## src/fvt_pkg.sv

```systemverilog
// Frustum visibility test: shared types, field widths and helpers.
// Used by every design module of the block (not the checker); depends on nothing else.
package fvt_pkg;

  localparam int COORD_W         = 24;
  localparam int EXT_W           = 23;
  localparam int CORNER_W        = COORD_W + 1;
  localparam int COEF_W          = 14;
  localparam int D_W             = 22;
  localparam int PLANE_W         = 64;
  localparam int CFG_IDX_W       = 3;
  localparam int RADIUS_SHIFT    = 12;
  localparam int D_BASE_SHIFT    = 4;
  localparam int PIPE_STAGES     = 5;
  localparam int PLANE_COUNT_DEF = 6;
  localparam int COORD_FRAC_DEF  = 8;

  // Plane word packing
  localparam int A_LSB = 0;
  localparam int B_LSB = 14;
  localparam int C_LSB = 28;
  localparam int D_LSB = 42;

  typedef enum logic [1:0] {
    FUNC_POINT       = 2'd0,
    FUNC_SPHERE      = 2'd1,
    FUNC_CUBE_CORNER = 2'd2,
    FUNC_CUBE_CENTER = 2'd3
  } func_t;

  typedef struct packed {
    func_t                     func;
    logic signed [COORD_W-1:0] x;
    logic signed [COORD_W-1:0] y;
    logic signed [COORD_W-1:0] z;
    logic [EXT_W-1:0]          ext;
  } query_t;

  typedef struct packed {
    logic signed [CORNER_W-1:0] x;
    logic signed [CORNER_W-1:0] y;
    logic signed [CORNER_W-1:0] z;
  } vec_t;

  typedef struct packed {
    vec_t             lo;
    vec_t             hi;
    logic             sphere;
    logic [EXT_W-1:0] ext;
  } corner_t;

  // Farthest corner along the plane normal: hi for a positive coefficient.
  function automatic logic signed [CORNER_W-1:0] pick_corner(
    input logic signed [COEF_W-1:0]   coef,
    input logic signed [CORNER_W-1:0] lo,
    input logic signed [CORNER_W-1:0] hi
  );
    logic pos;
    pos = !coef[COEF_W-1] && (coef != '0);
    return pos ? hi : lo;
  endfunction

endpackage

```

## src/fvt_plane_eval.sv

```systemverilog
// Frustum visibility test: one plane lane, three stages (multiply, partial
// sums, final add and sign test). Depends on fvt_pkg.
module fvt_plane_eval #(
  parameter int COORD_FRAC_BITS = fvt_pkg::COORD_FRAC_DEF
) (
  input  logic                        clk,
  input  logic [fvt_pkg::PLANE_W-1:0] plane_i,
  input  fvt_pkg::corner_t            corner_i,
  output logic                        pass_o
);

  localparam int PROD_W = fvt_pkg::COEF_W + fvt_pkg::CORNER_W;
  localparam int DSH    = fvt_pkg::D_BASE_SHIFT + COORD_FRAC_BITS;
  localparam int DT_W   = fvt_pkg::D_W + DSH;
  localparam int BIAS_W = fvt_pkg::EXT_W + fvt_pkg::RADIUS_SHIFT + 1;
  localparam int M1_W   = (PROD_W > DT_W) ? PROD_W : DT_W;
  localparam int M2_W   = (M1_W > BIAS_W) ? M1_W : BIAS_W;
  localparam int SUM_W  = M2_W + 3;

  logic signed [fvt_pkg::COEF_W-1:0]   coef_a, coef_b, coef_c;
  logic signed [fvt_pkg::D_W-1:0]      coef_d;
  logic signed [fvt_pkg::CORNER_W-1:0] px, py, pz;
  logic signed [SUM_W-1:0]             d_term, bias;

  logic signed [PROD_W-1:0] prod_a_r, prod_b_r, prod_c_r;
  logic signed [SUM_W-1:0]  const_r;
  logic signed [SUM_W-1:0]  part_ab_r, part_c_r;
  logic signed [SUM_W-1:0]  total;
  logic                     pass_r;

  always_comb begin
    coef_a = plane_i[fvt_pkg::A_LSB +: fvt_pkg::COEF_W];
    coef_b = plane_i[fvt_pkg::B_LSB +: fvt_pkg::COEF_W];
    coef_c = plane_i[fvt_pkg::C_LSB +: fvt_pkg::COEF_W];
    coef_d = plane_i[fvt_pkg::D_LSB +: fvt_pkg::D_W];
    // The corner farthest along the normal decides for the whole cube.
    px     = fvt_pkg::pick_corner(coef_a, corner_i.lo.x, corner_i.hi.x);
    py     = fvt_pkg::pick_corner(coef_b, corner_i.lo.y, corner_i.hi.y);
    pz     = fvt_pkg::pick_corner(coef_c, corner_i.lo.z, corner_i.hi.z);
    d_term = SUM_W'(coef_d) <<< DSH;
    // Sphere test dist > -r folds into dist + r > 0.
    bias   = corner_i.sphere
             ? (SUM_W'($signed({1'b0, corner_i.ext})) <<< fvt_pkg::RADIUS_SHIFT)
             : '0;
  end

  always_ff @(posedge clk) begin
    prod_a_r <= PROD_W'(coef_a) * PROD_W'(px);
    prod_b_r <= PROD_W'(coef_b) * PROD_W'(py);
    prod_c_r <= PROD_W'(coef_c) * PROD_W'(pz);
    const_r  <= d_term + bias;
  end

  always_ff @(posedge clk) begin
    part_ab_r <= SUM_W'(prod_a_r) + SUM_W'(prod_b_r);
    part_c_r  <= SUM_W'(prod_c_r) + const_r;
  end

  assign total = part_ab_r + part_c_r;

  always_ff @(posedge clk) begin
    pass_r <= !total[SUM_W-1] && (total != '0);
  end

  assign pass_o = pass_r;

endmodule

```

## config.mk

```make
export PLATFORM = sky130hd
export DESIGN_NAME = fvt_plane_eval
export DESIGN_NICKNAME = d
export VERILOG_FILES = /design/src/fvt_pkg.sv /design/src/fvt_plane_eval.sv
export SDC_FILE = /design/constraint.sdc
export NUM_CORES = 2
export LEC_CHECK = 0
export BUFFER_PORTS_ARGS = -buffer_cell sky130_fd_sc_hd__buf_2
export CAP_MARGIN = 20
export CORE_MARGIN = 1
export CORE_UTILIZATION = 41
export CTS_CLUSTER_DIAMETER = 30
export DETAILED_ROUTE_END_ITERATION = 10
export GPL_TIMING_DRIVEN = 1
export SYNTH_ARGS = -nofsm -noshare
export SYNTH_HDL_FRONTEND = slang
export SYNTH_SLANG_ARGS = --single-unit
```

## constraint.sdc

```tcl
create_clock -name clk -period 11.31 [get_ports clk]
set_clock_uncertainty 0.2 [all_clocks]
set_input_delay 1.6965 -clock clk [delete_from_list [all_inputs] [get_ports clk]]
set_output_delay 1.6965 -clock clk [all_outputs]
set_load 0.02 [all_outputs]
```

==> results.md <==
- The flow ran to the end, and the final reports show no timing, DRC or antenna violations.
- Counting tap cells, the placed design contains a total of approximately 7000 instances.
- Across all layers, the routed design uses 35400 vias.
- The maximum number of buffers from clock root to sink is 3.
- The chip width is ~350 µm.
- The area growth from synthesis to layout is 9.15%.
- The pin count of the biggest net entering global routing is 27.
- In the synthesized netlist the dominant register cell turns out to be sky130_fd_sc_hd__dfxtp_1.
- Counting the fill cells in the layout gives 11500.
- The TritonCTS clock tree is done.
- The detailed placement HPWL is 99600 µm.
- The fraction of registers with async set or reset after synthesis is 0.
- Of the cells placed in the final design, the portion with a size suffix greater than 1 is 0.0829.
- Gates resized during post-CTS repair numbered 0.
- The number of global-route vias before repair was around 38000.
- Max-cap violations in this run came to 0.
- The endpoint identified for the worst register-to-register timing path is pass_o.
- The slowest cell on the critical path is sky130_fd_sc_hd__nor4_1.
- Of the post-synthesis cell area, the dominant cell type holds 0.404.
- By instance count, the cell type seen most on the critical path is sky130_fd_sc_hd__fa_1.
- In the routed design, unresolved DRC markers number 0.
- After clock tree synthesis, the setup repair step added 0 buffers.
- The synthesized area per cell is 9.13 µm².
- The library cell used as clock root buffer is sky130_fd_sc_hd__clkbuf_16.
- The total of warnings raised by yosys is 0.
- The cell count of the worst hold path is 0.
- The core footprint is ~120000 µm².
- For this design, the sink count on the clock tree is 223.
- The sequential cell area fraction in the yosys report is 0.0915.
- The maximum cell stage delay along the critical path is 620 ps.
- The final setup violation count is 0.
- After detailed placement, the total cell area comes to slightly above 50000 µm².
- In this run the most critical hold path is launched from prod_c_r[4].
- The net count after synthesis is 6968.
- The number of clock buffers added by TritonCTS is 51.
- The post-route setup TNS is 0 ps.
- The die covers 120000 µm².
- Data on the critical path is required at its endpoint by 11540 ps.
- The cell area after synthesis is just under 50000 µm².
- Of the available clock period, the critical path in the final layout requires 0.872.
- Excluding fillers, the count of instances in the completed layout stands at approximately 7100.
- After detailed routing, the average wire length per cell comes to 16.7 µm.
- The path class of the tightest hold or removal check is reg -> reg.
- The final design instance area without fill is 53300 µm².
- The routability congestion estimate from global placement is 0.893.
- The number of antenna violations at the first check in global routing came to 3.
- The final hold violation count came to 0.
- The height of the chip is about 350 µm.
- The iteration count of the initial detailed-routing pass is 7.
- The total overflow left after global routing is 0.
- In the post-synthesis netlist, the cell with the most instances is sky130_fd_sc_hd__inv_1.
- Sorting the synthesized cells by area gives the leading types as sky130_fd_sc_hd__fa_1 40%, sky130_fd_sc_hd__ha_1 10%, sky130_fd_sc_hd__dfxtp_1 9.1%, sky130_fd_sc_hd__inv_1 8.6%, sky130_fd_sc_hd__and2_1 4.8%.
- Based on the critical path, the design can be clocked at up to 101 MHz.
- The I/O pin count is between 200 and 250.
- The final routed wirelength across all metal layers is ~120000 µm.
- Counting flops and latches in the post-synthesis netlist gives 223.
- The DRC marker count from the first detailed-route iteration is 1677.
- The slack of the worst reg-to-reg path is 7320 ps.
- In this run the remaining antenna-violating nets after routing total 0.
- For the pin with the worst max-slew slack, the measured transition is 803 ps.
- The minimum clock period is roughly 9900 ps.
- The remaining max-slew budget at the tightest pin is 0.451.
- The commonest cells after synthesis are 1120 x sky130_fd_sc_hd__inv_1, 985 x sky130_fd_sc_hd__fa_1, 471 x sky130_fd_sc_hd__nand2_1, 397 x sky130_fd_sc_hd__ha_1, 375 x sky130_fd_sc_hd__and2_1.
- Yosys mapped a number of flops with a built-in enable equal to 0.
- The worst-path maximum fanout is 26.
- The final max-slew violation count is 0.
- The largest total area in the synthesized netlist belongs to sky130_fd_sc_hd__fa_1.
- The synthesized instance count is 5347.
- STA classifies the critical path startpoint as an input pin.
- The clock reaches the later pin of the worst-skew pair after 560 ps.
- The total number of placement rows is 126.
- In this run the number of H-tree levels came out at 2.
- After the last flow step, the layout net total stands at 7107.
- The critical path is of the in -> reg type.
- Clock-pin slew was measured on the worst setup and hold paths at about 50 ps.
- The endpoint class of the critical path is a register.
- The worst hold endpoint is part_c_r[4].
- The number of hold buffers added after CTS is 0.
- The reg-to-reg critical path startpoint is part_ab_r[0].
- Using the TritonRoute via totals, the vias-per-cell ratio works out to 5.01.
- For the worst flop-to-flop path, the logic depth is 14.
- During placement, the flow inserted port buffers numbering 239.
- The critical path arrival is 10100 ps.
- The wire length of the first global-routing pass is 197000 µm.
- Setup repair after global routing left no endpoint under its margin.
- The total global routing track utilization is 0.202.
- The post-synthesis cell type count is 89.
- The initial utilization of the core area, before any placement, comes to 0.413.
## stage by stage
| stage | util | worst slack, ps | hold slack, ps |
|---|---|---|---|
| detailed placement | 0.436 | 959 | 114 |
| finish | 0.451 | 1450 | 125 |
| floorplan | - | 2220 | 110 |
| global placement | 0.436 | 1040 | 115 |
| global route | 0.451 | 1050 | 136 |
| CTS | 0.451 | 1490 | 126 |
## worst max-delay path: cells and delay by family
kind,cells,cell delay [ps]
compound gates,9,2700
xor+xnor,1,130
fa+ha+maj,7,3360
buf+inv,6,870
mux,1,430
simple gates,3,910
## state kept, by name (all words and copies together) (netlist names)
register   flops
part_ab_r     40
part_c_r      40
prod_a_r      39
prod_b_r      39
prod_c_r      39
const_r       25
pass_o         1
## kinds of logic (layout without fill, tap and decap cells)
family,Yosys count,count (layout),share of synthesized area
other cells,0,1,0
fa+ha+maj,1382,1382,0.506
simple gates,1549,1549,0.164
flops,223,223,0.0915
buf+inv,1304,1484,0.101
xor+xnor,218,218,0.0391
mux,82,82,0.0183
compound gates,589,589,0.0809
## area by class of cell
type	count	area [µm²]	area share
Antenna cell	1	2.50	0.0000470
Clock buffer	58	1350	0.0254
Clock inverter	36	434	0.00815
Inverter	1121	4210	0.0790
Multi-Input combinational cell	3820	39400	0.741
Sequential cell	223	4460	0.0838
Tap cell	1536	1920	0.0361
Timing Repair Buffer	269	1420	0.0267
## worst max-delay path by stage
stage	from	to	slack [ps]	cells after the start
6_report	plane_i[5]	prod_a_r[38]	1450	27
5_1_grt	plane_i[5]	prod_a_r[38]	1050	27
4_1_cts	plane_i[5]	prod_a_r[38]	1490	27
3_5_place_dp	plane_i[5]	prod_a_r[38]	960	27
3_3_place_gp	plane_i[5]	prod_a_r[38]	1040	27
2_1_floorplan	plane_i[13]	prod_a_r[32]	2220	28
## cells in the final DEF, fill, tap and decap left out, types with 20 or more instances in the layout
cell,synthesis,routed
sky130_fd_sc_hd__inv_1,1120,1120
sky130_fd_sc_hd__fa_1,985,985
sky130_fd_sc_hd__nand2_1,471,471
sky130_fd_sc_hd__ha_1,397,397
sky130_fd_sc_hd__and2_1,375,375
sky130_fd_sc_hd__buf_2,5,239
sky130_fd_sc_hd__nor2b_1,226,226
sky130_fd_sc_hd__dfxtp_1,223,223
sky130_fd_sc_hd__nor2_1,188,188
sky130_fd_sc_hd__a21oi_1,179,179
sky130_fd_sc_hd__xnor2_1,168,168
sky130_fd_sc_hd__nand2b_1,107,107
sky130_fd_sc_hd__a21o_1,101,101
sky130_fd_sc_hd__o21ai_0,78,78
sky130_fd_sc_hd__mux2_2,55,55
sky130_fd_sc_hd__clkbuf_16,0,52
sky130_fd_sc_hd__xor2_1,50,50
sky130_fd_sc_hd__nand3_1,43,43
sky130_fd_sc_hd__nor3_1,41,41
sky130_fd_sc_hd__buf_4,1,30
sky130_fd_sc_hd__mux2i_1,26,25
sky130_fd_sc_hd__o21a_1,25,25
sky130_fd_sc_hd__nand4_1,24,24
sky130_fd_sc_hd__o21ai_1,22,22
sky130_fd_sc_hd__o21bai_1,20,20
## layer usage
| layer | part of all wire | up-vias | track usage |
|---|---|---|---|
| li1 | - | 16600 | - |
| met1 | 0.43 | 17900 | 0.264 |
| met2 | 0.51 | 746 | 0.361 |
| met3 | 0.037 | 154 | 0.0178 |
| met4 | 0.023 | 0 | 0.0483 |
| met5 | 0 | - | 0 |
Power is not shown: default switching activity piles up to over one toggle a cycle in this logic, so the estimate is an artifact.
