### src/fvt_pkg.sv
// Frustum visibility test: shared types, field widths and helpers.
// Used by every design module of the block (not the checker); depends on nothing else.
package fvt_pkg;

  localparam int COORD_W         = 24;
  localparam int EXT_W           = 23;
  localparam int CORNER_W        = COORD_W + 1;
  localparam int COEF_W          = 14;
  localparam int D_W             = 22;
  localparam int PLANE_W         = 64;
  localparam int CFG_IDX_W       = 3;
  localparam int RADIUS_SHIFT    = 12;
  localparam int D_BASE_SHIFT    = 4;
  localparam int PIPE_STAGES     = 5;
  localparam int PLANE_COUNT_DEF = 6;
  localparam int COORD_FRAC_DEF  = 8;

  // Plane word packing
  localparam int A_LSB = 0;
  localparam int B_LSB = 14;
  localparam int C_LSB = 28;
  localparam int D_LSB = 42;

  typedef enum logic [1:0] {
    FUNC_POINT       = 2'd0,
    FUNC_SPHERE      = 2'd1,
    FUNC_CUBE_CORNER = 2'd2,
    FUNC_CUBE_CENTER = 2'd3
  } func_t;

  typedef struct packed {
    func_t                     func;
    logic signed [COORD_W-1:0] x;
    logic signed [COORD_W-1:0] y;
    logic signed [COORD_W-1:0] z;
    logic [EXT_W-1:0]          ext;
  } query_t;

  typedef struct packed {
    logic signed [CORNER_W-1:0] x;
    logic signed [CORNER_W-1:0] y;
    logic signed [CORNER_W-1:0] z;
  } vec_t;

  typedef struct packed {
    vec_t             lo;
    vec_t             hi;
    logic             sphere;
    logic [EXT_W-1:0] ext;
  } corner_t;

  // Farthest corner along the plane normal: hi for a positive coefficient.
  function automatic logic signed [CORNER_W-1:0] pick_corner(
    input logic signed [COEF_W-1:0]   coef,
    input logic signed [CORNER_W-1:0] lo,
    input logic signed [CORNER_W-1:0] hi
  );
    logic pos;
    pos = !coef[COEF_W-1] && (coef != '0);
    return pos ? hi : lo;
  endfunction

endpackage

### src/fvt_cfg_regs.sv
// Frustum visibility test: plane register file written through the config port.
// Depends on fvt_pkg.
module fvt_cfg_regs #(
  parameter int PLANE_COUNT = fvt_pkg::PLANE_COUNT_DEF
) (
  input  logic                            clk,
  input  logic                            rst_n,
  input  logic                            cfg_we,
  input  logic [fvt_pkg::CFG_IDX_W-1:0]   cfg_index,
  input  logic [fvt_pkg::PLANE_W-1:0]     cfg_wdata,
  output logic [fvt_pkg::PLANE_W-1:0]     plane_o [PLANE_COUNT]
);

  logic [fvt_pkg::PLANE_W-1:0] plane_r   [PLANE_COUNT];
  logic [fvt_pkg::PLANE_W-1:0] plane_nxt [PLANE_COUNT];

  // Indexes past the last plane match no entry and are dropped.
  always_comb begin
    for (int i = 0; i < PLANE_COUNT; i++) begin
      plane_nxt[i] = plane_r[i];
      if (cfg_we && (cfg_index == fvt_pkg::CFG_IDX_W'(i))) begin
        plane_nxt[i] = cfg_wdata;
      end
    end
  end

  always_ff @(posedge clk) begin
    for (int i = 0; i < PLANE_COUNT; i++) begin
      if (!rst_n) begin
        plane_r[i] <= '0;
      end else begin
        plane_r[i] <= plane_nxt[i];
      end
    end
  end

  assign plane_o = plane_r;

endmodule

### config.mk
export PLATFORM = sky130hd
export DESIGN_NAME = fvt_cfg_regs
export DESIGN_NICKNAME = d
export VERILOG_FILES = /design/src/fvt_pkg.sv /design/src/fvt_cfg_regs.sv
export SDC_FILE = /design/constraint.sdc
export NUM_CORES = 1
export LEC_CHECK = 0
export ABC_CLOCK_PERIOD_IN_PS = 2900
export BUFFER_PORTS_ARGS = -buffer_cell sky130_fd_sc_hd__buf_2
export CORE_MARGIN = 5
export CORE_UTILIZATION = 42
export CTS_CLUSTER_SIZE = 40
export DETAILED_ROUTE_END_ITERATION = 10
export MAX_ROUTING_LAYER = met4
export PLACE_DENSITY = 0.68
export SLEW_MARGIN = 20
export SYNTH_ARGS = -nofsm -noshare
export SYNTH_HDL_FRONTEND = slang
export SYNTH_SLANG_ARGS = --single-unit
### constraint.sdc
create_clock -name clk -period 2.9 [get_ports clk]
set_input_delay 0.145 -clock clk [delete_from_list [all_inputs] [get_ports clk]]
set_output_delay 0.145 -clock clk [all_outputs]
set_load 0.02 [all_outputs]
==> flow_summary.json, run 1 <==
{
  "status": "finished clean",
  "grt_max_degree": 79,
  "worst_setup_path_end_kind": "flop",
  "wl_per_cell_um": 18.25,
  "pwr-share-seq_pct": 47.7,
  "grt_usage_pct": 21.50,
  "placeableCoreArea_um2": 32700,
  "worst_setup_path_start_kind": "input port",
  "total_power_mw": 11.42,
  "register_area_um2": 7687,
  "multi_input_area_um2": 5649,
  "yosys.area.top_type": "dfxtp_1",
  "die_h_um": 192.7,
  "crit_type": "input port to flop",
  "drive_gt1_share_pct": 30.54,
  "fmax_mhz": 727.0,
  "antenna_found_initial": 1,
  "finalCritPeriodShare_pct": 47.43,
  "syn_area_per_cell_um2": 10.67,
  "leakagePower_nw": 9.977,
  "post-route-util_pct": 54.63,
  "fp-row-count": 66,
  "critPathMaxFanout": 28,
  "cts_made_buffers": 41,
  "ys_seq_elements": 384,
  "largest_register_ffs": 384,
  "vdd_ir_drop_max_mv": 0.4492,
  "drc_errors": 0,
  "synth_top_area_share_pct": 54.85,
  "slowest_delay_ps": 770,
  "gp_congestion": 0.8201,
  "rsz0062_at_grt": "no",
  "cts_tree": "done",
  "min_period_ps": 1375,
  "fillers": 2948,
  "dpl-instance-area_um2": 16490,
  "finalSetupViolCount": 0,
  "cpLargestDelayFamily": "simple AND/OR/NAND/NOR gates",
  "ctsResizeCount": 0,
  "hold_violations": 0,
  "start_util_pct": 42.86,
  "syn_to_final_growth_pct": 27.47,
  "nets": 1816,
  "htree_levels": 2,
  "relSlewSlack_pct": 44.49,
  "synthTopCellsByArea": "dfxtp_1, mux2i_1, nand2_1",
  "grt_overflow": 0,
  "fin_area_um2": 17860,
  "die_w_um": 192.7,
  "first_global_vias": 10890,
  "clockPowerShare_pct": 45.1,
  "path_cells": "buf_2 -> nand4bb_4 -> buf_12 -> mux2i_1",
  "pin_count": 454,
  "cts.clk_slew.worst_paths_ps": 60,
  "p_sw_share_pct": 23.39,
  "grt_pass1_wl_um": 61420,
  "power_density_nw_per_um2": 639.4,
  "ys_seq_area_share_pct": 54.85,
  "slew_viol_final": 0,
  "skew_ps": 0,
  "syn_nets": 1384,
  "syn_inst": 1314,
  "p_int_mw": 8.750,
  "synth_area_um2": 14010,
  "drtPass1Iterations": 5,
  "drt_iter0_markers": 316,
  "port_buffers": 453,
  "setup-tns-final_ps": 0,
  "postCtsHoldBufs": 3,
  "worst-slew-pin-transition_ps": 830.7,
  "synth_cell_types": 11,
  "critPathRequiredTime_ps": 3300,
  "drtAntennaViolNets": 0,
  "p_comb_share_pct": 7.1,
  "cpMaxStageDelayCell": "nand4bb_4",
  "critPathArrivalTime_ps": 1770,
  "switchingPower_mw": 2.672,
  "clockBufferDepth": 3,
  "clock_sinks": 384,
  "dieArea_um2": 37120,
  "path_buf_inv": 2,
  "vias": 10780,
  "hold_class": "input port to flop",
  "post-cts-setup-buffers": 0,
  "hpwl_um": 28180,
  "cts_root_buffer": "clkbuf_16",
  "drv_cap": 0,
  "insertion_delay_ps": 520,
  "yosys_warnings": 0,
  "routed_wl_um": 40520,
  "vias_per_cell": 4.852
}
==> synthesized netlist by cell type <==
cell type	number
buf_4	6
nand4bb_1	3
clkbuf_1	33
nand2_1	448
buf_12	7
dfxtp_1	384
buf_6	30
mux2i_1	384
buf_2	16
nand4b_1	2
nor4b_4	1
==> kinds of logic (layout without fill, tap and decap cells) <==
logic type / count (synthesis) / in the layout / share of synthesized area (%)
other: 0 / 1 / 0
buffers and inverters: 92 / 556 / 5.187
muxes: 384 / 384 / 27.43
DFF: 384 / 384 / 54.85
and+or+nand+nor: 454 / 454 / 12.53
==> power by group through the flow <==
stage                     clock [mW]  sequential [mW]  combinational [mW]
after floorplan                    0             5.71               0.371
after global placement             0             5.56               0.808
after CTS                       5.27             5.45               0.825
after detailed placement           0             5.57               0.819
after global routing            5.50             5.46               0.877
final                           5.16             5.45               0.814
==> through the flow <==
| stage | hold WS [ps] | worst slack, ps | std cells |
|---|---|---|---|
| after CTS | 8.842 | 1531 | 2220 |
| final | 26.48 | 1525 | 2221 |
| after global placement | 438.4 | 1015 | 2142 |
| after floorplan | 387.5 | 1892 | 1314 |
| after detailed placement | 443.9 | 981.7 | 2142 |
| after global routing | 34.48 | 1467 | 2221 |
==> layout make-up <==
cell class / count / share of cell area [%]
Clock buffer: 64 / 6.857
Timing Repair Buffer: 481 / 14.74
Sequential cell: 384 / 43.03
Tap cell: 442 / 3.096
Antenna cell: 1 / 0.01401
Clock inverter: 11 / 0.6443
Multi-Input combinational cell: 838 / 31.62
==> tightest hold or removal path, delay by kind of cell <==
family	cells	cell delay (ps)
buffers and inverters	1	70
and+or+nand+nor	1	130
muxes	1	150
==> metal layers <==
| metal | up-vias | part of all wire, % | global-route usage (%) |
|---|---|---|---|
| met3 | 74 | 8.5 | 5.915 |
| li1 | 5195 | - | - |
| met5 | - | 0 | - |
| met2 | 389 | 48 | 36.23 |
| met4 | 0 | 2.8 | 6.445 |
| met1 | 5118 | 40 | 25.13 |
==> worst paths after layout <==
check | start | to | slack (ps) | cells after the start
worst min-delay path | cfg_wdata[9] | plane_o[265] | 30 | 3
worst max register to register | plane_o[93] | plane_o[93] | 2230 | 2
worst min register to register | plane_o[54] | plane_o[54] | 450 | 2
worst max-delay path | cfg_index[1] | plane_o[79] | 1520 | 4
==> placed cells by master (no fill, tap or decap) <==
| cell | Yosys | layout |
|---|---|---|
| clkinvlp_4 | 0 | 1 |
| clkbuf_8 | 0 | 7 |
| buf_8 | 0 | 1 |
| dfxtp_1 | 384 | 384 |
| nand4bb_4 | 0 | 3 |
| inv_6 | 0 | 1 |
| buf_12 | 7 | 11 |
| buf_2 | 16 | 452 |
| clkinv_2 | 0 | 6 |
| clkinv_4 | 0 | 1 |
| clkbuf_16 | 0 | 43 |
| bufinv_16 | 0 | 2 |
| clkbuf_1 | 33 | 14 |
| nand2_1 | 448 | 448 |
| diode_2 | 0 | 1 |
| buf_4 | 6 | 14 |
| nor4b_4 | 1 | 1 |
| mux2i_1 | 384 | 384 |
| nand4b_1 | 2 | 2 |
| dlygate4sd3_1 | 0 | 3 |
No activity file was read; power rests on OpenSTA's default activity.
==> run 2: changes to the inputs <==
--- a/config.mk
+++ b/config.mk
@@ -5,7 +5,7 @@
 export SDC_FILE = /design/constraint.sdc
 export NUM_CORES = 1
 export LEC_CHECK = 0
-export ABC_CLOCK_PERIOD_IN_PS = 2900
+export ABC_CLOCK_PERIOD_IN_PS = 1300
 export BUFFER_PORTS_ARGS = -buffer_cell sky130_fd_sc_hd__buf_2
 export CORE_MARGIN = 5
 export CORE_UTILIZATION = 42
==> constraint.sdc (replaced) <==
create_clock -name clk -period 1.3 [get_ports clk]
set_input_delay 0.065 -clock clk [delete_from_list [all_inputs] [get_ports clk]]
set_output_delay 0.065 -clock clk [all_outputs]
set_load 0.02 [all_outputs]
==> flow_summary.json, run 2 (synthesis gave the netlist of run 1 again) <==
{
  "status": "finished clean",
  "place_inst": 2167,
  "start_util_pct": 42.86,
  "crit_type": "input port to flop",
  "cts.clk_slew.worst_paths_ps": 60,
  "drtAntennaViolNets": 0,
  "worst-slew-pin-transition_ps": 372.8,
  "nets": 1892,
  "worst_setup_path_end_kind": "flop",
  "worst_setup_path_start_kind": "input port",
  "syn_to_final_growth_pct": 33.54,
  "die_w_um": 192.7,
  "grt_max_degree": 44,
  "critPathArrivalTime_ps": 1620,
  "grt_overflow": 0,
  "finalCritPeriodShare_pct": 90.51,
  "hold_class": "input port to flop",
  "cts_root_buffer": "clkbuf_16",
  "min_period_ps": 1177,
  "port_buffers": 453,
  "drt_iter0_markers": 366,
  "wl_per_cell_um": 18.21,
  "hold_violations": 0,
  "setup-tns-final_ps": 0,
  "insertion_delay_ps": 520,
  "hpwl_um": 29230,
  "die_h_um": 192.7,
  "cpMaxStageDelayCell": "dlygate4sd3_1",
  "vias": 11110,
  "vias_per_cell": 4.841,
  "critPathMaxFanout": 29,
  "drive_gt1_share_pct": 30.76,
  "drc_errors": 0,
  "htree_levels": 2,
  "vdd_ir_drop_max_mv": 0.9931,
  "critPathRequiredTime_ps": 1740,
  "path_cells": "dlygate4sd3_1 -> buf_8 -> buf_12 -> nand2_1 -> mux2i_1",
  "post-cts-setup-buffers": 0,
  "grt_pass1_wl_um": 62590,
  "rsz0062_at_grt": "no",
  "largest_register_ffs": 384,
  "relSlewSlack_pct": 75.09,
  "fmax_mhz": 849.8,
  "first_global_vias": 11320,
  "gp_congestion": 0.8082,
  "final_cell_mix": "buf_2, nand2_1, mux2i_1, dfxtp_1, dlygate4sd3_1",
  "skew_ps": 0,
  "cts_made_buffers": 41,
  "drtPass1Iterations": 4,
  "leakagePower_nw": 10.38,
  "fin_cells": 2295,
  "fp-row-count": 66,
  "pin_count": 454,
  "dieArea_um2": 37120,
  "antenna_found_initial": 3,
  "cts_tree": "done",
  "clock_sinks": 384,
  "reg2reg_setup_slack_ps": 630,
  "finalSetupViolCount": 0,
  "clockBufferDepth": 3,
  "drv_cap": 0,
  "power_density_nw_per_um2": 1387,
  "routed_wl_um": 41790,
  "grt_usage_pct": 21.81,
  "final_common_cell": "buf_2",
  "slew_viol_final": 0,
  "slowest_delay_ps": 570,
  "placeableCoreArea_um2": 32700
}
run 2: changes by cell type in the layout (fill, tap and decap cells not counted):
cell,change
dlygate4sd3_1,+51
buf_4,+15
buf_12,+10
clkbuf_1,-5
clkbuf_8,+2
diode_2,+2
bufinv_16,+1
clkinv_4,-1
clkinvlp_4,-1
run 2: final cells by class:
type	count	area [um2]
diodes	3	7.507
clock buffers	61	1234
clock inverters	10	128.9
fillers	2848	13990
multi-input cells	838	5649
flip-flops and latches	384	7687
well taps	442	553.0
repair buffers	557	3456
run 2: worst paths after layout:
path                  from      endpoint  depth (start not counted)
max                  rst_n   plane_o[34]                          5
min          cfg_wdata[62]  plane_o[190]                          3
max reg2reg    plane_o[61]   plane_o[61]                          2
min reg2reg   plane_o[152]  plane_o[152]                          2
run 2: power by group:
group / switching (mW) / total (mW) / internal (mW)
registers: 0.136 / 12.2 / 12.0
clock network: 4.64 / 11.8 / 7.14
logic: 1.26 / 2.02 / 0.766
total: 6.03 / 26.0 / 19.9
run 2: repair_timing:
item                      4_1_cts  5_1_grt
hold endpoints to repair      298        0
resized for setup               0        0
hold buffers                   54        0
run 2: critical path: cells and delay by family:
| family | cells | cell delay (ps) |
|---|---|---|
| muxes | 1 | 220 |
| and+or+nand+nor | 1 | 270 |
| buffers and inverters | 3 | 1040 |
run 2: per-stage QoR:
step                setup slack, ps  util, %  power (mW)  cell area [um2]  hold slack, ps
floorplan                     371.6        -       13.56            14010           307.5
global placement              104.1    51.39       14.29            16800           438.4
detailed placement            48.22    51.39       14.32            16800           444.9
CTS                           124.4    57.21       26.16            18710           15.06
global route                  53.47    57.23       26.86            18720           8.579
finish                        123.3    57.23       25.96            18720           20.79
run 2: routing by layer:
metal,GRT usage (%),routed length [um],part of all wire (%)
met5,-,0,0
met4,8.310,1524,3.6
met3,5.535,3262,7.8
met2,36.50,19880,48
met1,25.29,17130,41
