`config.mk`:
```
export PLATFORM = sky130hd
export DESIGN_NAME = fvt_corner
export DESIGN_NICKNAME = d
export VERILOG_FILES = /design/src/fvt_pkg.sv /design/src/fvt_corner.sv
export SDC_FILE = /design/constraint.sdc
export NUM_CORES = 1
export LEC_CHECK = 0
export ABC_CLOCK_PERIOD_IN_PS = 4400
export BUFFER_PORTS_ARGS = -buffer_cell sky130_fd_sc_hd__buf_2
export CAP_MARGIN = 40
export CORE_ASPECT_RATIO = 1.1
export CORE_MARGIN = 4
export CORE_UTILIZATION = 25
export DETAILED_ROUTE_END_ITERATION = 7
export HOLD_SLACK_MARGIN = 0.02
export PLACE_DENSITY = 0.53
export SETUP_SLACK_MARGIN = 0.05
export SYNTH_ARGS = -nofsm -noshare
export SYNTH_HDL_FRONTEND = slang
export SYNTH_SLANG_ARGS = --single-unit
```
`constraint.sdc`:
```
create_clock -name clk -period 4.4 [get_ports clk]
set_clock_uncertainty 0.2 [all_clocks]
set_input_delay 1.1 -clock clk [delete_from_list [all_inputs] [get_ports clk]]
set_output_delay 1.1 -clock clk [all_outputs]
set_load 0.1 [all_outputs]
```
`src/fvt_pkg.sv`:
```
// Frustum visibility test: shared types, field widths and helpers.
// Used by every design module of the block (not the checker); depends on nothing else.
package fvt_pkg;

  localparam int COORD_W         = 24;
  localparam int EXT_W           = 23;
  localparam int CORNER_W        = COORD_W + 1;
  localparam int COEF_W          = 14;
  localparam int D_W             = 22;
  localparam int PLANE_W         = 64;
  localparam int CFG_IDX_W       = 3;
  localparam int RADIUS_SHIFT    = 12;
  localparam int D_BASE_SHIFT    = 4;
  localparam int PIPE_STAGES     = 5;
  localparam int PLANE_COUNT_DEF = 6;
  localparam int COORD_FRAC_DEF  = 8;

  // Plane word packing
  localparam int A_LSB = 0;
  localparam int B_LSB = 14;
  localparam int C_LSB = 28;
  localparam int D_LSB = 42;

  typedef enum logic [1:0] {
    FUNC_POINT       = 2'd0,
    FUNC_SPHERE      = 2'd1,
    FUNC_CUBE_CORNER = 2'd2,
    FUNC_CUBE_CENTER = 2'd3
  } func_t;

  typedef struct packed {
    func_t                     func;
    logic signed [COORD_W-1:0] x;
    logic signed [COORD_W-1:0] y;
    logic signed [COORD_W-1:0] z;
    logic [EXT_W-1:0]          ext;
  } query_t;

  typedef struct packed {
    logic signed [CORNER_W-1:0] x;
    logic signed [CORNER_W-1:0] y;
    logic signed [CORNER_W-1:0] z;
  } vec_t;

  typedef struct packed {
    vec_t             lo;
    vec_t             hi;
    logic             sphere;
    logic [EXT_W-1:0] ext;
  } corner_t;

  // Farthest corner along the plane normal: hi for a positive coefficient.
  function automatic logic signed [CORNER_W-1:0] pick_corner(
    input logic signed [COEF_W-1:0]   coef,
    input logic signed [CORNER_W-1:0] lo,
    input logic signed [CORNER_W-1:0] hi
  );
    logic pos;
    pos = !coef[COEF_W-1] && (coef != '0);
    return pos ? hi : lo;
  endfunction

endpackage

```
`src/fvt_corner.sv`:
```
// Frustum visibility test: corner stage, forms the low and high cube corners.
// Depends on fvt_pkg.
module fvt_corner (
  input  logic              clk,
  input  fvt_pkg::query_t   query_i,
  output fvt_pkg::corner_t  corner_o
);

  fvt_pkg::corner_t                   corner_nxt;
  fvt_pkg::corner_t                   corner_r;
  logic signed [fvt_pkg::CORNER_W-1:0] e_s;
  logic signed [fvt_pkg::CORNER_W-1:0] xs, ys, zs;
  logic                                is_cube, is_center;

  always_comb begin
    e_s       = $signed({2'b00, query_i.ext});
    xs        = fvt_pkg::CORNER_W'(query_i.x);
    ys        = fvt_pkg::CORNER_W'(query_i.y);
    zs        = fvt_pkg::CORNER_W'(query_i.z);
    is_center = (query_i.func == fvt_pkg::FUNC_CUBE_CENTER);
    is_cube   = is_center || (query_i.func == fvt_pkg::FUNC_CUBE_CORNER);

    corner_nxt.lo.x   = is_center ? xs - e_s : xs;
    corner_nxt.lo.y   = is_center ? ys - e_s : ys;
    corner_nxt.lo.z   = is_center ? zs - e_s : zs;
    corner_nxt.hi.x   = is_cube ? xs + e_s : xs;
    corner_nxt.hi.y   = is_cube ? ys + e_s : ys;
    corner_nxt.hi.z   = is_cube ? zs + e_s : zs;
    corner_nxt.sphere = (query_i.func == fvt_pkg::FUNC_SPHERE);
    corner_nxt.ext    = query_i.ext;
  end

  always_ff @(posedge clk) begin
    corner_r <= corner_nxt;
  end

  assign corner_o = corner_r;

endmodule

```
==> results of run 1 <==
[worst max-delay path by stage]
stage                 from           end  slack (ps)  cells after the start
5_1_grt         query_i[2]  corner_o[92]         390                     12
3_5_place_dp   query_i[10]  corner_o[47]         200                     11
4_1_cts        query_i[10]  corner_o[47]         730                     11
3_3_place_gp    query_i[1]  corner_o[72]         160                     12
2_1_floorplan   query_i[8]  corner_o[47]         570                     10
6_report       query_i[10]  corner_o[47]         670                     11
[cell usage after synthesis (5+ instances only)]
master     count
mux2_2         5
nand4_1        8
ha_1         138
buf_1          9
o21bai_1      28
xnor2_1       95
or4_1          5
nor3_1        25
a21o_1        32
o211ai_1      12
nand3_1       28
fa_1           6
clkbuf_1      74
o21a_1        12
inv_1         94
o21ai_0      119
a31oi_1       24
a211oi_1      17
o31ai_1       15
and3_1         6
a21oi_1      183
nor2b_1       20
nor2_1       156
nor4_1         9
or3_1         13
dfxtp_1      174
o311a_1        6
o2111ai_1      7
o31a_1         5
nand2b_1      23
xor2_1        13
nand2_1      148
[power groups by stage]
stage	registers (mW)	logic (mW)	clock network, mW
2_1_floorplan	3.17	0.980	0
5_1_grt	1.84	3.19	1.69
3_3_place_gp	1.87	2.99	0
6_report	1.82	3.00	1.59
4_1_cts	1.83	3.01	1.65
3_5_place_dp	1.86	3.00	0
[layout make-up]
type	count	share of cell area
Sequential cell	174	0.229
Clock inverter	12	0.00889
Inverter	97	0.0240
Tap cell	645	0.0531
Antenna cell	4	0.000659
Multi-Input combinational cell	1229	0.535
Timing Repair Buffer	330	0.120
Clock buffer	19	0.0291
[logic make-up after synthesis]
kind of cell               count (synthesis)
AOI/OAI and AO/OA                        511
and+or+nand+nor                          457
buffers and inverters                    181
DFF                                      174
adders and majority gates                144
xor gates and xnor gates                 108
muxes                                      9
[per-stage QoR]
stage | instances | hold slack, ps | total power, mW | instance area, um^2 | worst slack, ps
after global routing | 2510 | 613 | 6.72 | 15200 | 389
after floorplan | 1584 | 928 | 4.15 | 12300 | 570
after detailed placement | 2475 | 1110 | 4.86 | 14600 | 204
final | 2510 | 630 | 6.42 | 15200 | 672
after global placement | 2473 | 1100 | 4.86 | 14600 | 157
after CTS | 2506 | 593 | 6.48 | 15200 | 727
[layer usage]
| metal | part of all wire | GRT usage | up-vias |
|---|---|---|---|
| met5 | 0.00018 | 0 | - |
| met4 | 0.036 | 0.0820 | 2 |
| met3 | 0.048 | 0.0272 | 77 |
| met2 | 0.46 | 0.294 | 358 |
| met1 | 0.45 | 0.240 | 5624 |
| li1 | - | - | 6080 |
==> metrics.cfg, run 1 <==
[setup_path]
crit_family=simple AND/OR/NAND/NOR gates
cpMaxStageDelayCell=or4_4
crit_chain=buf_2, inv_1, ha_1, inv_1, nand2_1, or4_4, a21oi_2, nor3_1, o311a_4, o311a_1, or3_1
cp_slowest_stage_delay_ps=430
startpoint_type=primary input
crit_path_max_fanout=6
critPathRequiredTime_ps=4550
path_class=in -> reg
end_kind=flip-flop
cp.arrival_ps=3880
crit_top_cell=inv_1
critPathBufInv=3

[floorplan]
die_x_um=219
start_util=0.255
core_area_mm2=0.0482
pin_count=272
dieHeight_um=241
dieArea_mm2=0.0528
rows=84

[pwr]
p_leak_nw=6.98
power.internal_mw=3.30
seqPwrFrac=0.284
p_clk_frac=0.248
cellPowerDensity_mw_per_mm2=422
swShare=0.486
comb_power_share=0.468
switchingPower_mw=3.12
irDropWorstVdd_uv=202

[drt]
vias=12100
antenna_left=0
firstDrtPassIters=6
vias_per_cell=4.84
wl_per_cell_um=19.6
drt_wl_total_um=49100
drc=0
drtIter0Drc=739

[sta]
finalHoldViolCount=0
tightest_slew_ps=717
finalCritPeriodShare=0.847
min_period_ps=3730
slew_headroom=0.509
fin_tns_setup_ps=0
final-setup-viol-count=0
clock.fmax_mhz=268
slew_viol_final=0
grt_setup_unrepaired=false

[logic_synthesis]
synth.area.top_cells=dfxtp_1 (28%), ha_1 (14%), a21oi_1 (7.5%), xnor2_1 (6.8%), o21ai_0 (4.8%)
mappedNetlistNets=1826
synth_top_area_frac=0.284
synthAdderAreaFrac=0.150
synth-edff-count=0
yosysWarnings=0
synth_mux_area_frac=0.00784
syn_inst=1584
syn_avg_cell_area_um2=7.76
yosysSeqAreaShare=0.284
ys_async_sr_fraction=0
ys_ff_latch=174
synth_flop_cell=dfxtp_1
yosysTopAreaCell=dfxtp_1
synth_compound_area_frac=0.257
yosysUniqueCellTypes=68
synth_area_mm2=0.0123
synth_xor_area_frac=0.0770
synth_top_family_by_area=compound AO/OA/AOI/OAI gates
yosys.area_share.simple=0.168

[cells_and_area]
fill_cells=5132
final_common_cell=buf_2
drive_above_1_share=0.203
regArea_mm2=0.00348
final_cell_mix=buf_2 (270), a21oi_1 (183), dfxtp_1 (174), nor2_1 (156), nand2_1 (147)
largest_reg_flops=174
area_growth_pct=23.7
finalCoreUtilization=0.315
nets=2091
multiInputGateArea_mm2=0.00812

[global_routing]
grt_usage=0.182
grt_pass1_wl_um=72500
grt_max_degree=106
grt_overflow=0
grt_pass1_vias=12100
antenna_found_initial=5

[clock_network]
cts_tree=done
cts_resized=0
clock-sinks=174
max-clock-path-buffers=2
cts.clk_slew.worst_paths_ps=70
cts-root-buf=clkbuf_16
htreeDepth=4
postCtsHoldBufs=0
numCtsBuffers=17
post_cts.repair.setup_buffers=0

[min_path]
min_from=query_i[2]
hp-class=in -> reg
whs_endpoint=corner_o[2]
hold_depth=1

[run_status]
status=complete, no violations

[placed_design]
dp.final_hpwl_um=39800
numPortBuffers=271
gp_routability_congestion=0.896

[job]
cap_violations=0

Note: power is estimated with default switching activity, not from simulation.
==> run 2: changes to the inputs <==
--- a/config.mk
+++ b/config.mk
@@ -5,7 +5,7 @@
 export SDC_FILE = /design/constraint.sdc
 export NUM_CORES = 1
 export LEC_CHECK = 0
-export ABC_CLOCK_PERIOD_IN_PS = 4400
+export ABC_CLOCK_PERIOD_IN_PS = 3780
 export BUFFER_PORTS_ARGS = -buffer_cell sky130_fd_sc_hd__buf_2
 export CAP_MARGIN = 40
 export CORE_ASPECT_RATIO = 1.1
==> constraint.sdc (replaced) <==
create_clock -name clk -period 3.78 [get_ports clk]
set_clock_uncertainty 0.2 [all_clocks]
set_input_delay 0.945 -clock clk [delete_from_list [all_inputs] [get_ports clk]]
set_output_delay 0.945 -clock clk [all_outputs]
set_load 0.1 [all_outputs]
==> run 2 against run 1 <==
Net effect: sequential share of layout area down 1.6 points; core utilization up 2.3 points; clock-buffer cell count unchanged; design area up 7.4%; critical endpoint is now corner_o[48]; largest cell class unchanged.
==> metrics.cfg, run 2 (same netlist as run 1, synthesis figures left out) <==
[placed_design]
dp.cells=2625  ; +6.1%
dp.final_hpwl_um=41100  ; +3.2%
numPortBuffers=271  ; unchanged
gp_routability_congestion=0.919  ; +2.6%

[sta]
slew_viol_final=0  ; unchanged
fin_tns_setup_ps=0  ; unchanged
slew_headroom=0.467  ; -0.0421
holdWs_ps=486  ; -145 ps
tightest_slew_ps=779  ; +61.5 ps
min_period_ps=3580
final-setup-viol-count=0  ; unchanged
finalHoldViolCount=0  ; unchanged
finalCritPeriodShare=0.946
grt_setup_unrepaired=false
clock.fmax_mhz=280

[global_routing]
grt_usage=0.186  ; +0.00447
antenna_found_initial=3  ; -2
grt_max_degree=107  ; +0.94%
grt_pass1_wl_um=74500  ; +2.7%
grt_pass1_vias=12900  ; +6.4%
grt_overflow=0  ; unchanged

[drt]
drtIter0Drc=840  ; +14%
vias_per_cell=4.78  ; -1.1%
wl_per_cell_um=18.6  ; -4.7%
drc=0  ; unchanged
drt_wl_total_um=49600  ; +1.0%
antenna_left=0  ; unchanged
firstDrtPassIters=5  ; -1
vias=12700  ; +4.9%

[cells_and_area]
area_growth_pct=32.8
instances_no_fill=2661  ; +6.0%
final_cell_mix=buf_2 (270), buf_4 (208), a21oi_1 (183), dfxtp_1 (174), nor2_1 (156)
drive_above_1_share=0.262  ; +0.0595
final_common_cell=buf_2
largest_reg_flops=174  ; unchanged
fill_cells=5133  ; +0.019%
nets=2241  ; +7.2%

[floorplan]
core_area_mm2=0.0482  ; unchanged
pin_count=272  ; unchanged
start_util=0.255  ; unchanged
dieArea_mm2=0.0528  ; unchanged
die_x_um=219  ; unchanged
dieHeight_um=241  ; unchanged
rows=84  ; unchanged

[clock_network]
clock-sinks=174  ; unchanged
cts.clk_slew.worst_paths_ps=80  ; about the same
post_cts.repair.setup_buffers=0  ; unchanged
postCtsHoldBufs=0  ; unchanged
cts_tree=done
htreeDepth=4  ; unchanged
cts-root-buf=clkbuf_16
numCtsBuffers=17  ; unchanged
max-clock-path-buffers=2  ; unchanged
cts_resized=0  ; unchanged

[pwr]
comb_power_share=0.483  ; +0.015
irDropWorstVdd_uv=247  ; +22%
p_leak_nw=7.70  ; +10%
cellPowerDensity_mw_per_mm2=468  ; +11%
switchingPower_mw=3.64  ; +17%
seqPwrFrac=0.279  ; -0.005
swShare=0.477  ; -0.00855
power.internal_mw=3.99  ; +21%
p_clk_frac=0.238  ; -0.010

[run_status]
status=complete, no violations

[min_path]
hp-class=in -> reg

[job]
cap_violations=0  ; unchanged

[setup_path]
startpoint_type=primary input
critPathRequiredTime_ps=4010  ; -540 ps
cp.arrival_ps=3810  ; -70 ps
crit_path_max_fanout=4  ; -2
path_class=in -> reg
end_kind=flip-flop

run 2: cell count changes in the layout (fill, tap and decap cells not counted):
cell,previous run,this run
buf_4,57,208
clkinv_4,0,2
buf_1,1,0
buf_12,1,2
buf_16,1,0
clkbuf_1,1,2
clkbuf_8,1,0
clkinv_2,2,1
diode_2,4,5
inv_6,4,3
run 2: final timing paths:
path	to	cells past startpoint	slack [ps]	from
worst max-delay path	corner_o[48]	12	200	query_i[0]
worst min-delay path	corner_o[22]	1	490	query_i[22]
run 2: metrics by stage:
| step | power, mW | util | instance area (um^2) | setup slack (ps) |
|---|---|---|---|---|
| after floorplan | 4.83 | - | 12300 | 105 |
| after global placement | 5.85 | 0.326 | 15700 | -249 |
| after detailed placement | 5.85 | 0.326 | 15700 | -241 |
| after CTS | 7.71 | 0.338 | 16300 | 286 |
| after global routing | 8.02 | 0.338 | 16300 | 64.5 |
| final | 7.63 | 0.338 | 16300 | 204 |
run 2: final cells by class:
type / count / area [um^2] / area share
Inverter: 97 / 364 / 0.0223
Clock buffer: 19 / 433 / 0.0265
Tap cell: 645 / 807 / 0.0495
Multi-Input combinational cell: 1229 / 8120 / 0.498
Antenna cell: 5 / 12.5 / 0.000767
Clock inverter: 12 / 139 / 0.00851
Timing Repair Buffer: 480 / 2950 / 0.181
Sequential cell: 174 / 3480 / 0.213
run 2: critical path: stages:
cell	delay, ps
buf_2	140
buf_4	140
ha_1	220
fa_1	410
nand2b_1	120
a2111oi_0	160
o311a_1	410
o31a_1	320
o21ai_0	250
a21oi_1	120
o41ai_1	370
a31o_2	210
run 2: power by group through the flow:
stage                     registers, mW  logic, mW  clock network (mW)
after CTS                          2.13       3.69                1.89
after global routing               2.15       3.91                1.96
after global placement             2.17       3.68                   0
after floorplan                    3.69       1.14                   0
after detailed placement           2.17       3.68                   0
final                              2.13       3.69                1.82
run 2: metal layers:
metal / vias to the layer above / wire [um] / GRT usage
met5: - / 0 / 0
met4: 0 / 1610 / 0.0751
met3: 77 / 2510 / 0.0348
met2: 389 / 23200 / 0.306
met1: 5872 / 22200 / 0.241
li1: 6393 / - / -
==> run 3: changes to the inputs <==
--- a/config.mk
+++ b/config.mk
@@ -10,10 +10,11 @@
 export CAP_MARGIN = 40
 export CORE_ASPECT_RATIO = 1.1
 export CORE_MARGIN = 4
-export CORE_UTILIZATION = 25
+export CORE_UTILIZATION = 55
+export CTS_CLUSTER_SIZE = 12
 export DETAILED_ROUTE_END_ITERATION = 7
 export HOLD_SLACK_MARGIN = 0.02
-export PLACE_DENSITY = 0.53
+export PLACE_DENSITY = 0.91
 export SETUP_SLACK_MARGIN = 0.05
 export SYNTH_ARGS = -nofsm -noshare
 export SYNTH_HDL_FRONTEND = slang
==> run 3 against run 2 <==
Net effect: critical path depth is 1 higher; core utilization rose by 35 points; global-route usage grew 14 points; combinational power is 4% lower; critical path type unchanged; largest power group unchanged.
==> metrics.cfg, run 3 (same netlist as run 1, synthesis figures left out) <==
[placed_design]
gp_routability_congestion=0.979  ; +6.5%
dpl_cell_area_mm2=0.0146  ; -7.0%
dp_slack_ps=-65.0  ; +176 ps
dp.final_hpwl_um=33400  ; -19%
dp.cells=2185  ; -17%
numPortBuffers=271  ; unchanged

[sta]
worst_slack_ps=261  ; +57.3 ps
grt_setup_unrepaired=false
slew_headroom=0.533  ; +0.0661
final-setup-viol-count=0  ; unchanged
min_period_ps=3520  ; -57.3 ps
holdWs_ps=464  ; -21.9 ps
clock.fmax_mhz=284  ; +1.6%
finalHoldViolCount=0  ; unchanged
tightest_slew_ps=691  ; -87.8 ps
slew_viol_final=0  ; unchanged
fin_tns_setup_ps=0  ; unchanged
finalCritPeriodShare=0.931  ; -0.0152

[setup_path]
cp_slowest_stage_delay_ps=500  ; +90 ps
endpoint=corner_o[97]
crit_chain=buf_2, inv_1, ha_1, nand2b_1, a2111oi_0, buf_4, o311a_1, o31ai_1, buf_4, a21oi_1, o211a_1, o21ai_0, xnor2_1
startpoint_type=primary input
crit_top_cell=buf_4
crit_path_max_fanout=3  ; -1
path_class=in -> reg
end_kind=flip-flop
cpMaxStageDelayCell=a2111oi_0
critPathRequiredTime_ps=3900  ; -110 ps
cp.arrival_ps=3640  ; -170 ps
crit_path_start=query_i[1]

[pwr]
irDropWorstVdd_uv=321  ; +30%
p_clk_frac=0.251  ; +0.013
power_mw=7.56  ; -0.91%
comb_power_share=0.470  ; -0.013
seqPwrFrac=0.280  ; about the same
cellPowerDensity_mw_per_mm2=495  ; +5.9%
switchingPower_mw=3.55  ; -2.7%
power.internal_mw=4.01  ; +0.68%
p_leak_nw=7.30  ; -5.1%
swShare=0.469  ; -0.00841

[cells_and_area]
largest_reg_flops=174  ; unchanged
final_common_cell=buf_2
design_area_mm2=0.0153  ; -6.4%
final_cell_mix=buf_2 (270), a21oi_1 (183), dfxtp_1 (174), nor2_1 (156), nand2_1 (147)
regArea_mm2=0.00348  ; unchanged
drive_above_1_share=0.228  ; -0.0337
multiInputGateArea_mm2=0.00812  ; unchanged
instances_no_fill=2220  ; -17%
fill_cells=1820  ; -65%
nets=2151  ; -4.0%
area_growth_pct=24.3
finalCoreUtilization=0.693  ; +0.355

[global_routing]
antenna_found_initial=6  ; +3
grt_use_met3=0.0530  ; +0.0182
grt_pass1_vias=12300  ; -4.2%
grtUsageMet1=0.429  ; +0.188
grt_pass1_wl_um=64500  ; -13%
grt_overflow=0  ; unchanged
grt_usage=0.330  ; +0.144
grt_max_degree=100  ; -6.5%
use_met2=0.541  ; +0.236
top_usage_layer=met2

[clock_network]
htreeDepth=4  ; unchanged
cts.clk_slew.worst_paths_ps=70  ; about the same
post_cts.repair.setup_buffers=0  ; unchanged
cts-root-buf=clkbuf_16
clock-sinks=174  ; unchanged
cts_resized=0  ; unchanged
postCtsHoldBufs=0  ; unchanged
cts_tree=done
max-clock-path-buffers=2  ; unchanged
numCtsBuffers=17  ; unchanged

[floorplan]
die_x_um=151  ; -31%
dieHeight_um=165  ; -31%
dieArea_mm2=0.0248  ; -53%
rows=57  ; -32%
pin_count=272  ; unchanged
start_util=0.558  ; +0.303
core_area_mm2=0.0220  ; -54%

[drt]
drc=0  ; unchanged
drtIter0Drc=998  ; +19%
drt_wl_total_um=42400  ; -15%
antenna_left=0  ; unchanged
firstDrtPassIters=5  ; unchanged
vias=13100  ; +2.5%
wl_per_cell_um=19.1  ; +2.4%
vias_per_cell=5.88  ; +23%

[job]
cap_violations=0  ; unchanged

[run_status]
status=complete, no violations

[min_path]
hp-class=in -> reg

run 3: critical path, delay by kind of cell:
kind / cells / cell delay [ps]
XOR/XNOR: 1 / 170
buffers and inverters: 4 / 560
AND/OR/NAND/NOR: 1 / 160
adder cells (fa/ha/maj): 1 / 310
AO/OA/AOI/OAI: 6 / 1490
run 3: area by class of cell:
cell class,count,area share
multi-input cells,1229,0.532
flip-flops and latches,174,0.228
clock inverters,12,0.0116
inverters,97,0.0238
repair buffers,390,0.150
diodes,3,0.000492
well taps,295,0.0242
clock buffers,20,0.0299
run 3: how the worst min path moves through the flow:
stage                    start          end  slack [ps]  depth (start not counted)
finish              query_i[2]  corner_o[2]         460                          1
global route        query_i[2]  corner_o[2]         460                          1
CTS                 query_i[2]  corner_o[2]         450                          1
detailed placement  query_i[2]  corner_o[2]         900                          1
global placement    query_i[2]  corner_o[2]         900                          1
floorplan           query_i[0]  corner_o[0]         770                          0
run 3: layer usage:
layer,part of all wire,wire [um]
met2,0.46,19700
met3,0.090,3810
met1,0.41,17200
met4,0.038,1630
met5,0.00099,42
run 3: power groups by stage:
stage / Combinational (mW) / Sequential [mW] / Clock [mW]
2_1_floorplan: 1.14 / 3.69 / 0
6_report: 3.55 / 2.11 / 1.90
5_1_grt: 3.73 / 2.13 / 1.97
4_1_cts: 3.52 / 2.11 / 1.90
3_3_place_gp: 3.46 / 2.15 / 0
3_5_place_dp: 3.50 / 2.15 / 0
